$ cat config.mk
export PLATFORM = sky130hd
export DESIGN_NAME = velocity_command_limiter_top_flat
export DESIGN_NICKNAME = d
export VERILOG_FILES = /design/src/sv/vcl_pkg.sv /design/src/sv/vcl_in_if.sv /design/src/sv/vcl_out_if.sv /design/src/sv/vcl_div.sv /design/src/sv/velocity_command_limiter_top.sv /design/src/flat_wrapper.sv
export SDC_FILE = /design/constraint.sdc
export NUM_CORES = 2
export LEC_CHECK = 0
export BUFFER_PORTS_ARGS = -buffer_cell sky130_fd_sc_hd__buf_4
export CAP_MARGIN = 20
export CORE_MARGIN = 3
export CORE_UTILIZATION = 50
export DETAILED_ROUTE_END_ITERATION = 16
export GPL_ROUTABILITY_DRIVEN = 0
export PLACE_DENSITY = 0.64
export SLEW_MARGIN = 20
export SYNTH_ARGS = -nofsm -noshare
export SYNTH_HDL_FRONTEND = slang
export SYNTH_SLANG_ARGS = --single-unit
$ cat constraint.sdc
create_clock -name clk -period 25.3 [get_ports clk]
set_clock_uncertainty 0.15 [all_clocks]
set_input_delay 5.06 -clock clk [delete_from_list [all_inputs] [get_ports clk]]
set_output_delay 5.06 -clock clk [all_outputs]
set_load 0.02 [all_outputs]
$ cat src/sv/vcl_pkg.sv
// Package for the velocity command limiter: widths, register indexes and the
// command word type shared by the pipeline stages and the divider.
// No dependencies.
`default_nettype none

package vcl_pkg;

  // Q4.12 speed and unsigned Q3.12 gain widths
  localparam int SPD_W  = 16;
  localparam int GAIN_W = 15;
  localparam int FRAC_W = 12;

  // Divider: quotient never exceeds the non-negative linear limit (15 bits)
  localparam int Q_W        = 15;
  localparam int DEN_W      = 31;                  // 2^24 + gain * |w| < 2^31
  localparam int REM_W      = Q_W + 24;            // linear limit * 2^24
  localparam int DIV_STAGES = Q_W;                 // one quotient bit per stage
  localparam int TRIAL_W    = DEN_W + Q_W;         // room for shifted divisor + sign

  // Product widths after the Q4.12 rescale
  localparam int PROD_W = 2 * GAIN_W;
  localparam int LIM_W  = PROD_W - FRAC_W;         // 18 bits

  localparam logic [31:0] ONE_Q24 = 32'd16777216;

  // Configuration register indexes
  localparam int CFG_IDX_W = 3;
  localparam logic [CFG_IDX_W-1:0] CFG_MAX_LINEAR  = 3'd0;
  localparam logic [CFG_IDX_W-1:0] CFG_MAX_TURN    = 3'd1;
  localparam logic [CFG_IDX_W-1:0] CFG_TURN_GAIN   = 3'd2;
  localparam logic [CFG_IDX_W-1:0] CFG_BACK_FACTOR = 3'd3;
  localparam logic [CFG_IDX_W-1:0] CFG_SIDE_FACTOR = 3'd4;

  // Register reset values
  localparam logic [SPD_W-1:0]  RST_MAX_LINEAR  = 16'hF000;   // -1.0
  localparam logic [SPD_W-1:0]  RST_MAX_TURN    = 16'hF000;   // -1.0
  localparam logic [GAIN_W-1:0] RST_TURN_GAIN   = 15'd0;
  localparam logic [GAIN_W-1:0] RST_BACK_FACTOR = 15'd4096;   // 1.0
  localparam logic [GAIN_W-1:0] RST_SIDE_FACTOR = 15'd4096;   // 1.0

  // Command word as it travels down the pipeline
  typedef struct packed {
    logic signed [SPD_W-1:0] fwd;
    logic signed [SPD_W-1:0] turn;
    logic signed [SPD_W-1:0] lat;
    logic                    ok;
  } vcl_cmd_t;

endpackage

`default_nettype wire

$ cat src/sv/vcl_in_if.sv
// Input channel of the velocity command limiter: valid/ready plus command word.
// Depends on vcl_pkg.
`default_nettype none

interface vcl_in_if;
  logic                             valid;
  logic                             ready;
  logic signed [vcl_pkg::SPD_W-1:0] forward_cmd;
  logic signed [vcl_pkg::SPD_W-1:0] turn_cmd;
  logic signed [vcl_pkg::SPD_W-1:0] lateral_cmd;
  logic                             upstream_ok;

  modport source (output valid, forward_cmd, turn_cmd, lateral_cmd, upstream_ok,
                  input ready);
  modport sink   (input valid, forward_cmd, turn_cmd, lateral_cmd, upstream_ok,
                  output ready);
endinterface

`default_nettype wire

$ cat src/sv/vcl_out_if.sv
// Result channel of the velocity command limiter: valid/ready plus limited word.
// Depends on vcl_pkg.
`default_nettype none

interface vcl_out_if;
  logic                             valid;
  logic                             ready;
  logic signed [vcl_pkg::SPD_W-1:0] forward_out;
  logic signed [vcl_pkg::SPD_W-1:0] turn_out;
  logic signed [vcl_pkg::SPD_W-1:0] lateral_out;
  logic                             command_ok;

  modport source (output valid, forward_out, turn_out, lateral_out, command_ok,
                  input ready);
  modport sink   (input valid, forward_out, turn_out, lateral_out, command_ok,
                  output ready);
endinterface

`default_nettype wire

$ cat src/sv/vcl_div.sv
// Pipelined restoring divider: (num * 2^24) / den, one quotient bit per stage,
// with a command word riding alongside. Depends on vcl_pkg.
`default_nettype none

module vcl_div (
  input  wire logic                        clk,
  input  wire logic                        rst_n,
  input  wire logic                        in_valid,
  output logic                             in_ready,
  input  wire logic [vcl_pkg::Q_W-1:0]     in_num,
  input  wire logic [vcl_pkg::DEN_W-1:0]   in_den,
  input  wire vcl_pkg::vcl_cmd_t           in_tag,
  output logic                             out_valid,
  input  wire logic                        out_ready,
  output logic [vcl_pkg::Q_W-1:0]          out_q,
  output vcl_pkg::vcl_cmd_t                out_tag
);
  import vcl_pkg::*;

  // Stage registers
  logic             v_r   [DIV_STAGES];
  logic [REM_W-1:0] rem_r [DIV_STAGES];
  logic [DEN_W-1:0] den_r [DIV_STAGES];
  logic [Q_W-1:0]   q_r   [DIV_STAGES];
  vcl_cmd_t         tag_r [DIV_STAGES];

  // Stage inputs and next values
  logic               rdy      [DIV_STAGES];
  logic               v_in     [DIV_STAGES];
  logic [REM_W-1:0]   rem_in   [DIV_STAGES];
  logic [DEN_W-1:0]   den_in   [DIV_STAGES];
  logic [Q_W-1:0]     q_in     [DIV_STAGES];
  vcl_cmd_t           tag_in   [DIV_STAGES];
  logic [TRIAL_W-1:0] diff     [DIV_STAGES];
  logic [REM_W-1:0]   rem_nxt  [DIV_STAGES];
  logic [Q_W-1:0]     q_nxt    [DIV_STAGES];

  // A stage takes a new word when empty or when the next one moves
  always_comb begin
    for (int j = DIV_STAGES - 1; j >= 0; j--) begin
      if (j == DIV_STAGES - 1) begin
        rdy[j] = !v_r[j] || out_ready;
      end else begin
        rdy[j] = !v_r[j] || rdy[j+1];
      end
    end
  end

  // Route each stage's operands
  always_comb begin
    for (int j = 0; j < DIV_STAGES; j++) begin
      if (j == 0) begin
        v_in[j]   = in_valid;
        rem_in[j] = {in_num, 24'd0};
        den_in[j] = in_den;
        q_in[j]   = '0;
        tag_in[j] = in_tag;
      end else begin
        v_in[j]   = v_r[j-1];
        rem_in[j] = rem_r[j-1];
        den_in[j] = den_r[j-1];
        q_in[j]   = q_r[j-1];
        tag_in[j] = tag_r[j-1];
      end
    end
  end

  // Trial subtract of the shifted divisor; keep it if it did not go negative
  always_comb begin
    for (int j = 0; j < DIV_STAGES; j++) begin
      diff[j] = TRIAL_W'(rem_in[j]) - (TRIAL_W'(den_in[j]) << (Q_W - 1 - j));
      q_nxt[j] = q_in[j];
      q_nxt[j][Q_W-1-j] = ~diff[j][TRIAL_W-1];
      rem_nxt[j] = diff[j][TRIAL_W-1] ? rem_in[j] : diff[j][REM_W-1:0];
    end
  end

  // Valid bits
  always_ff @(posedge clk) begin
    if (!rst_n) begin
      for (int j = 0; j < DIV_STAGES; j++) begin
        v_r[j] <= 1'b0;
      end
    end else begin
      for (int j = 0; j < DIV_STAGES; j++) begin
        if (rdy[j]) begin
          v_r[j] <= v_in[j];
        end
      end
    end
  end

  // Payload
  always_ff @(posedge clk) begin
    for (int j = 0; j < DIV_STAGES; j++) begin
      if (rdy[j]) begin
        rem_r[j] <= rem_nxt[j];
        den_r[j] <= den_in[j];
        q_r[j]   <= q_nxt[j];
        tag_r[j] <= tag_in[j];
      end
    end
  end

  assign in_ready  = rdy[0];
  assign out_valid = v_r[DIV_STAGES-1];
  assign out_q     = q_r[DIV_STAGES-1];
  assign out_tag   = tag_r[DIV_STAGES-1];

endmodule

`default_nettype wire

$ cat src/sv/velocity_command_limiter_top.sv
// Velocity command limiter top level: config registers, clamp stages and the
// divider pipeline. Depends on vcl_pkg, vcl_in_if, vcl_out_if and vcl_div.
//
// Usage:
//   in_ch  carries one command word (forward, turn, lateral, upstream_ok);
//          a word is taken at a clock edge with valid and ready both high.
//   out_ch returns the limited word in the same order, one per command.
//   cfg_*  writes a limit or gain register at any edge with cfg_we high;
//          write only while no command is in flight. Unknown indexes are
//          dropped.
// Pipeline: input register, multiply stage, 15 divider stages at one quotient
//   bit each, backward-limit multiply, final clamp. One word per cycle
//   sustained while out_ch is ready; the divider pipeline sets the depth.
// Stall: each stage holds while the one after it is full and stalled, so
//   empty stages keep taking words while a result waits on out_ch.
// Reset: synchronous, active low; empties the pipeline and loads the default
//   registers (all limiting off, unit backward and sideways factors).
`default_nettype none

module velocity_command_limiter_top (
  input  wire logic                            clk,
  input  wire logic                            rst_n,
  vcl_in_if.sink                               in_ch,
  vcl_out_if.source                            out_ch,
  input  wire logic                            cfg_we,
  input  wire logic [vcl_pkg::CFG_IDX_W-1:0]   cfg_index,
  input  wire logic [vcl_pkg::SPD_W-1:0]       cfg_data
);
  import vcl_pkg::*;

  // Configuration registers
  logic signed [SPD_W-1:0] mls_r, mtr_r;
  logic [GAIN_W-1:0]       gain_r, bf_r, sf_r;

  always_ff @(posedge clk) begin
    if (!rst_n) begin
      mls_r  <= RST_MAX_LINEAR;
      mtr_r  <= RST_MAX_TURN;
      gain_r <= RST_TURN_GAIN;
      bf_r   <= RST_BACK_FACTOR;
      sf_r   <= RST_SIDE_FACTOR;
    end else if (cfg_we) begin
      unique case (cfg_index)
        CFG_MAX_LINEAR:  mls_r  <= cfg_data;
        CFG_MAX_TURN:    mtr_r  <= cfg_data;
        CFG_TURN_GAIN:   gain_r <= cfg_data[GAIN_W-1:0];
        CFG_BACK_FACTOR: bf_r   <= cfg_data[GAIN_W-1:0];
        CFG_SIDE_FACTOR: sf_r   <= cfg_data[GAIN_W-1:0];
        default: ;
      endcase
    end
  end

  logic            lin_off;
  logic [Q_W-1:0]  mls_pos;
  assign lin_off = mls_r[SPD_W-1];
  assign mls_pos = lin_off ? '0 : mls_r[Q_W-1:0];

  // Pipeline registers
  logic              v1_r, v2_r, v3_r, v4_r;
  vcl_cmd_t          c1_r, c2_r, c3_r;
  logic [DEN_W-1:0]  den2_r;
  logic [LIM_W-1:0]  side2_r, low3_r;
  logic [Q_W-1:0]    q3_r;
  logic signed [SPD_W-1:0] fwd4_r, turn4_r, lat4_r;
  logic              ok4_r;

  // Ready chain
  logic rdy1, rdy2, rdy3, rdy4;
  logic div_in_ready, div_out_valid;
  logic [Q_W-1:0] div_q;
  vcl_cmd_t div_tag, div_in_tag;

  assign rdy4 = !v4_r || out_ch.ready;
  assign rdy3 = !v3_r || rdy4;
  assign rdy2 = !v2_r || div_in_ready;
  assign rdy1 = !v1_r || rdy2;
  assign in_ch.ready = rdy1;

  // Stage 1: angular clamp at the input
  logic signed [SPD_W:0]   t_ext, mtr_ext, mtr_neg;
  logic signed [SPD_W-1:0] turn_c;
  assign t_ext   = {in_ch.turn_cmd[SPD_W-1], in_ch.turn_cmd};
  assign mtr_ext = {mtr_r[SPD_W-1], mtr_r};
  assign mtr_neg = -mtr_ext;

  always_comb begin
    turn_c = in_ch.turn_cmd;
    if (in_ch.upstream_ok && !mtr_r[SPD_W-1]) begin
      if (t_ext > mtr_ext) begin
        turn_c = mtr_r;
      end else if (t_ext < mtr_neg) begin
        turn_c = mtr_neg[SPD_W-1:0];
      end
    end
  end

  // Stage 2: divisor 2^24 + gain*|w| and sideways limit
  logic [SPD_W:0]    mag1;
  logic [31:0]       den_prod, den_sum;
  logic [PROD_W-1:0] side_prod;
  assign mag1 = c1_r.turn[SPD_W-1] ? (17'd0 - {c1_r.turn[SPD_W-1], c1_r.turn})
                                   : {1'b0, c1_r.turn};
  assign den_prod  = {17'd0, gain_r} * {15'd0, mag1};
  assign den_sum   = den_prod + ONE_Q24;
  assign side_prod = sf_r * mls_pos;

  // Lateral clamp ahead of the divider
  logic signed [LIM_W:0] lat_ext, side_p, side_n;
  logic                  lat_en;
  always_comb begin
    lat_ext = {{3{c2_r.lat[SPD_W-1]}}, c2_r.lat};
    side_p  = $signed({1'b0, side2_r});
    side_n  = -side_p;
    lat_en  = c2_r.ok && (!lin_off || sf_r == '0);
    div_in_tag = c2_r;
    if (lat_en) begin
      if (lat_ext > side_p) begin
        div_in_tag.lat = side_p[SPD_W-1:0];
      end else if (lat_ext < side_n) begin
        div_in_tag.lat = side_n[SPD_W-1:0];
      end
    end
  end

  vcl_div u_div (
    .clk       (clk),
    .rst_n     (rst_n),
    .in_valid  (v2_r),
    .in_ready  (div_in_ready),
    .in_num    (mls_pos),
    .in_den    (den2_r),
    .in_tag    (div_in_tag),
    .out_valid (div_out_valid),
    .out_ready (rdy3),
    .out_q     (div_q),
    .out_tag   (div_tag)
  );

  // Stage 3: backward limit = factor * forward limit
  logic [PROD_W-1:0] low_prod;
  assign low_prod = bf_r * div_q;

  // Stage 4: forward clamp into the output register
  logic signed [LIM_W:0]   fwd_ext, q_p, low_n;
  logic signed [SPD_W-1:0] fwd_c;
  always_comb begin
    fwd_ext = {{3{c3_r.fwd[SPD_W-1]}}, c3_r.fwd};
    q_p     = $signed({4'd0, q3_r});
    low_n   = -$signed({1'b0, low3_r});
    fwd_c   = c3_r.fwd;
    if (c3_r.ok && !lin_off) begin
      if (fwd_ext > q_p) begin
        fwd_c = q_p[SPD_W-1:0];
      end else if (fwd_ext < low_n) begin
        fwd_c = low_n[SPD_W-1:0];
      end
    end
  end

  // Valid bits
  always_ff @(posedge clk) begin
    if (!rst_n) begin
      v1_r <= 1'b0;
      v2_r <= 1'b0;
      v3_r <= 1'b0;
      v4_r <= 1'b0;
    end else begin
      if (rdy1) v1_r <= in_ch.valid;
      if (rdy2) v2_r <= v1_r;
      if (rdy3) v3_r <= div_out_valid;
      if (rdy4) v4_r <= v3_r;
    end
  end

  // Payload
  always_ff @(posedge clk) begin
    if (rdy1) begin
      c1_r.fwd  <= in_ch.forward_cmd;
      c1_r.turn <= turn_c;
      c1_r.lat  <= in_ch.lateral_cmd;
      c1_r.ok   <= in_ch.upstream_ok;
    end
    if (rdy2) begin
      c2_r    <= c1_r;
      den2_r  <= den_sum[DEN_W-1:0];
      side2_r <= side_prod[PROD_W-1:FRAC_W];
    end
    if (rdy3) begin
      c3_r   <= div_tag;
      q3_r   <= div_q;
      low3_r <= low_prod[PROD_W-1:FRAC_W];
    end
    if (rdy4) begin
      fwd4_r  <= fwd_c;
      turn4_r <= c3_r.turn;
      lat4_r  <= c3_r.lat;
      ok4_r   <= c3_r.ok;
    end
  end

  assign out_ch.valid       = v4_r;
  assign out_ch.forward_out = fwd4_r;
  assign out_ch.turn_out    = turn4_r;
  assign out_ch.lateral_out = lat4_r;
  assign out_ch.command_ok  = ok4_r;

  // Checks
  a_reset_empty: assert property (@(posedge clk) !rst_n |=> !v4_r && !v1_r)
    else $error("pipeline not empty after reset");

  a_s1_hold: assert property (@(posedge clk) disable iff (!rst_n)
      v1_r && !rdy2 |=> v1_r && $stable(c1_r))
    else $error("stage 1 word lost or changed under stall");

  a_s3_hold: assert property (@(posedge clk) disable iff (!rst_n)
      v3_r && !rdy4 |=> v3_r && $stable(q3_r) && $stable(low3_r))
    else $error("divider result lost or changed under stall");

endmodule

`default_nettype wire
$ cat src/flat_wrapper.sv
// flat-port wrapper written by rule: the top's interface ports become plain ports
module velocity_command_limiter_top_flat import vcl_pkg::*;
  (clk, rst_n, cfg_we, cfg_index, cfg_data, in_ch_valid, in_ch_forward_cmd, in_ch_turn_cmd, in_ch_lateral_cmd, in_ch_upstream_ok, in_ch_ready, out_ch_valid, out_ch_forward_out, out_ch_turn_out, out_ch_lateral_out, out_ch_command_ok, out_ch_ready);
  vcl_in_if in_ch_i ();
  vcl_out_if out_ch_i ();
  input  wire logic clk;
  input  wire logic rst_n;
  input  wire logic cfg_we;
  input  wire logic [vcl_pkg::CFG_IDX_W-1:0] cfg_index;
  input  wire logic [vcl_pkg::SPD_W-1:0] cfg_data;
  input wire logic [$bits(in_ch_i.valid)-1:0] in_ch_valid;
  input wire logic [$bits(in_ch_i.forward_cmd)-1:0] in_ch_forward_cmd;
  input wire logic [$bits(in_ch_i.turn_cmd)-1:0] in_ch_turn_cmd;
  input wire logic [$bits(in_ch_i.lateral_cmd)-1:0] in_ch_lateral_cmd;
  input wire logic [$bits(in_ch_i.upstream_ok)-1:0] in_ch_upstream_ok;
  output wire logic [$bits(in_ch_i.ready)-1:0] in_ch_ready;
  output wire logic [$bits(out_ch_i.valid)-1:0] out_ch_valid;
  output wire logic [$bits(out_ch_i.forward_out)-1:0] out_ch_forward_out;
  output wire logic [$bits(out_ch_i.turn_out)-1:0] out_ch_turn_out;
  output wire logic [$bits(out_ch_i.lateral_out)-1:0] out_ch_lateral_out;
  output wire logic [$bits(out_ch_i.command_ok)-1:0] out_ch_command_ok;
  input wire logic [$bits(out_ch_i.ready)-1:0] out_ch_ready;
  assign in_ch_i.valid = in_ch_valid;
  assign in_ch_i.forward_cmd = in_ch_forward_cmd;
  assign in_ch_i.turn_cmd = in_ch_turn_cmd;
  assign in_ch_i.lateral_cmd = in_ch_lateral_cmd;
  assign in_ch_i.upstream_ok = in_ch_upstream_ok;
  assign in_ch_ready = in_ch_i.ready;
  assign out_ch_valid = out_ch_i.valid;
  assign out_ch_forward_out = out_ch_i.forward_out;
  assign out_ch_turn_out = out_ch_i.turn_out;
  assign out_ch_lateral_out = out_ch_i.lateral_out;
  assign out_ch_command_ok = out_ch_i.command_ok;
  assign out_ch_i.ready = out_ch_ready;
  velocity_command_limiter_top u_core (.clk(clk), .rst_n(rst_n), .in_ch(in_ch_i), .out_ch(out_ch_i), .cfg_we(cfg_we), .cfg_index(cfg_index), .cfg_data(cfg_data));
endmodule
==> results list <==
- The first global-routing pass estimated 386000 um of wire.
- Number of distinct standard cells referenced by the synthesized netlist: between 90 and 100
- Number of global-route vias before repair: between 70000 and 80000
* Worst slew margin: 18.9%
- Setup violations remaining at the end of the flow were counted as 0.
* Data arrival at the endpoint of the critical path: 9480 ps
- Average vias per placed instance: 5.44
- Counting both buffers and inverters, the worst setup path holds a total of 5.
- TritonCTS built the clock tree.
* Sw power: 3740 uW
* Routed wirelength normalized by instance count: 18.4 um
* Kind of critical path: in -> out
- Die width: 488 um
- Net switching is roughly a third of the power.
- No sink is reached through more buffers than the 3 on the longest clock path.
- Clock network power share: 26.5%
- Mean area per synthesized cell: 12.1 um^2
- Total vias in the final route: just over 70000
- The internal power of the cells totals slightly below 8000 uW.
- The share of the Yosys chip area taken by registers is 53.8%.
- Count of cells resized by post-cts repair: 0
- Cell Chain, Critical Path: buf_4 -> nor2b_1 -> and2_1 -> inv_4 -> nor2_1 -> and2_1 -> inv_6 -> nor3_1 -> and2_1 -> and3_1 -> and3_1 -> nand3_2 -> buf_4 -> buf_4
* Max-cap check violation count: 0
* Worst path setup slack after routing: 10610 ps
- At the pin with the least slew margin, the transition time is 1190 ps.
- Clock tree root buffer cell: sky130_fd_sc_hd__clkbuf_16
- After clock tree synthesis, the clock-pin slew on the worst setup and hold paths is 60 ps.
- Sequential cells burn 42.4% of the power.
- The count of nets left with antenna violations once routing finished came out at 0.
* Clock buffer count from CTS: 210
- Compared with the post-synthesis result, the final layout area differs by 10.1%.
- Area of the die: 0.238 mm^2
- Summed over all layers, the global routing overflow is 0.
* Worst setup timing slack at the placement stage: 10550 ps
- Initial antenna violation count: 8
* Count of port buffers added during placement: 123
* Shortest clock period the worst path allows after layout: around 15000 ps
- Pin placement for this block handled 124 I/O pins.
* Area of the core: ~0.23 mm^2
- The floorplan has 176 rows.
* Filler cell count in the final layout: around 19000
- The worst setup path is launched from an input port.
- Worst path slowest cell: sky130_fd_sc_hd__nor3_1
- Most frequently used flop master after synthesis: sky130_fd_sc_hd__edfxtp_1
* Count of buffers added by post-CTS timing repair for setup: 0
- Drc violations: 0
* Pins Over Slew Limit: 0
- The worst setup path is captured at an output port.
- On the final layout, the worst hold slack is 229 ps.
- Sink count of the clock tree: 2104
- In this run the static leakage power is 0.0544 uW.
* # nets final: 11197
- Data required time at the worst endpoint: 20090 ps
- Class of the tightest hold or removal check: reg -> reg
- Detailed placement finished with a half-perimeter wire length of roughly 180000 um.
* Total Wirelength: 239000 um
- Final count of hold timing violations: 0
- The clock reaches the later pin of the worst-skew pair after 840 ps.
- Power spread over the standard cell area amounts to roughly 90 mW/mm^2.
- The share of total power dissipated in combinational logic is 31.1%.
- Entering global routing, the biggest net connects 77 pins.
- Cell Area, Synth: 0.116 mm^2
- In the final layout, the share of cells above drive strength 1 is 6.91%.
* Share of the clock period used by the worst path after layout: 58.1%
* Cells after Synth: 9574
* Die span in y: 488 um
- For this run, the total global-route usage over all layers was measured as 20.3%.
- The run finished with clean final reports.
- Setup repair after global routing left no endpoint under its margin.
* Pwr Total: around 12000 uW
* Post-synthesis register bit count: 2104
- Initial standard-cell utilization of the core: 50.3%
- H-tree depth reported by CTS: 4
- Most frequent cells in the layout: sky130_fd_sc_hd__edfxtp_1 (2022), sky130_fd_sc_hd__inv_1 (1184), sky130_fd_sc_hd__nand2_1 (1086), sky130_fd_sc_hd__ha_1 (817), sky130_fd_sc_hd__fa_1 (538)
* Critical-path maximum fanout: 73
- Drt first-iter violations: 4948
- Share of synthesized registers carrying an async set or reset: 0%
- Maximum single-stage delay on the critical path: approximately 570 ps
- Kind of cell adding the most delay to the critical path: simple AND/OR/NAND/NOR gates
- Number of buffers inserted for hold repair after clock tree synthesis: 0
- The pre-antenna-repair detailed-routing pass consisted of 7 iterations.
* Yosys warnings: 0
- Across the VDD grid, the largest voltage drop is 0.0663 mV.
- Upper clock frequency limit: 0.0681 GHz
- Post-synth EDFFs: 2022
- Leading cell type in the layout, fill and taps excluded: sky130_fd_sc_hd__edfxtp_1
- Setup total negative slack: 0 ps
flip-flops by register name (all words and copies together) (netlist names), 18 cells and up:
register,count
u_core.c1_r,49
u_core.c2_r,49
u_core.c3_r,49
u_core.den2_r,31
u_core.low3_r,18
u_core.side2_r,18
u_core.u_div.den_r,434
u_core.u_div.q_r,120
u_core.u_div.rem_r,441
u_core.u_div.tag_r,735
power by group through the flow:
stage,Combinational (uW),Clock [uW],Sequential [uW]
finish,3630,3100,4950
detailed placement,3590,0,5020
global route,4080,3330,5010
global placement,3450,0,5000
CTS,3610,3180,4950
floorplan,2850,0,4850
routing by layer:
metal | wire length [um] | GRT usage (%) | up-vias
li1 | - | - | 33785
met1 | 102000 | 26.7 | 34407
met2 | 115000 | 34.2 | 1892
met3 | 12900 | 3.37 | 508
met4 | 8960 | 7.34 | 6
met5 | 37 | 0 | -
worst reg2reg max path, delay by kind of cell, from the launching register on:
kind,cells,cell delay (ps)
DFF,1,530
buffers and inverters,4,490
adders and majority gates,7,3340
and+or+nand+nor,4,1370
AOI/OAI and AO/OA,8,2600
xor gates and xnor gates,1,70
logic make-up (layout without fill, tap and decap cells):
kind of cell | Yosys count | in the layout | synth area share [%]
and+or+nand+nor | 2428 | 2428 | 9.85
DFF | 2104 | 2104 | 53.8
AOI/OAI and AO/OA | 1727 | 1727 | 9.41
buffers and inverters | 1433 | 1801 | 4.72
adders and majority gates | 1355 | 1355 | 18.1
xor gates and xnor gates | 449 | 449 | 3.39
muxes | 76 | 76 | 0.761
other | 2 | 17 | 0.00648
final cells by class:
class / count / area [um^2] / area share [%]
diodes: 3 / 7.51 / 0.00588
flip-flops and latches: 2104 / 62400 / 48.8
clock buffers: 240 / 5420 / 4.25
multi-input cells: 6049 / 48400 / 37.9
repair buffers: 205 / 1540 / 1.21
well taps: 3026 / 3790 / 2.97
inverters: 1199 / 4530 / 3.55
clock inverters: 157 / 1680 / 1.31
cells in the mapped netlist, drive strengths merged (9+ instances only):
library cell	n	share of area (%)
o21bai	38	0.25
nor2	350	1.1
a21oi	463	2.0
inv	1196	3.9
o21ai	480	2.1
a211o	12	0.091
a2111oi	16	0.13
and4	9	0.068
xnor2	259	2.0
nand3	107	0.46
and2	321	1.7
clkbuf	201	0.65
mux2	64	0.66
xor2	190	1.4
o22ai	31	0.17
edfxtp	2022	52
nor2b	108	0.58
a21boi	80	0.52
o21a	103	0.67
nand2b	91	0.49
a21o	202	1.3
nand2	1092	3.5
and3	51	0.28
buf	33	0.19
or3	51	0.28
o211ai	21	0.14
nor3	115	0.50
mux2i	12	0.10
fa	538	9.3
o31a	17	0.13
o221ai	12	0.091
a211oi	43	0.28
nor4	31	0.17
o41ai	19	0.20
nand4	36	0.19
a31oi	43	0.24
or2	21	0.11
o31ai	49	0.32
nand3b	10	0.065
nor3b	10	0.065
a31o	10	0.076
a221oi	10	0.076
ha	817	8.8
dfxtp	82	1.4
stage by stage:
step                util, %  cell area (um^2)  std cells
CTS                    55.4            128000      12980
global route           55.4            128000      12980
floorplan                 -            116000       9586
finish                 55.4            128000      12983
global placement       52.3            121000      12583
detailed placement     52.3            121000      12583
final timing paths:
| check | cells after the start | endpoint | slack, ps | start |
|---|---|---|---|---|
| max | 14 | in_ch_ready | 10610 | out_ch_ready |
| min | 0 | u_core.u_div.q_r[0][43] | 230 | u_core.u_div.q_r[0][28] |
| max reg2reg | 24 | u_core.side2_r[17] | 16480 | u_core.mls_r[15] |
| min reg2reg | 0 | u_core.u_div.q_r[0][43] | 230 | u_core.u_div.q_r[0][28] |
Power figures use the tool's default switching activity.
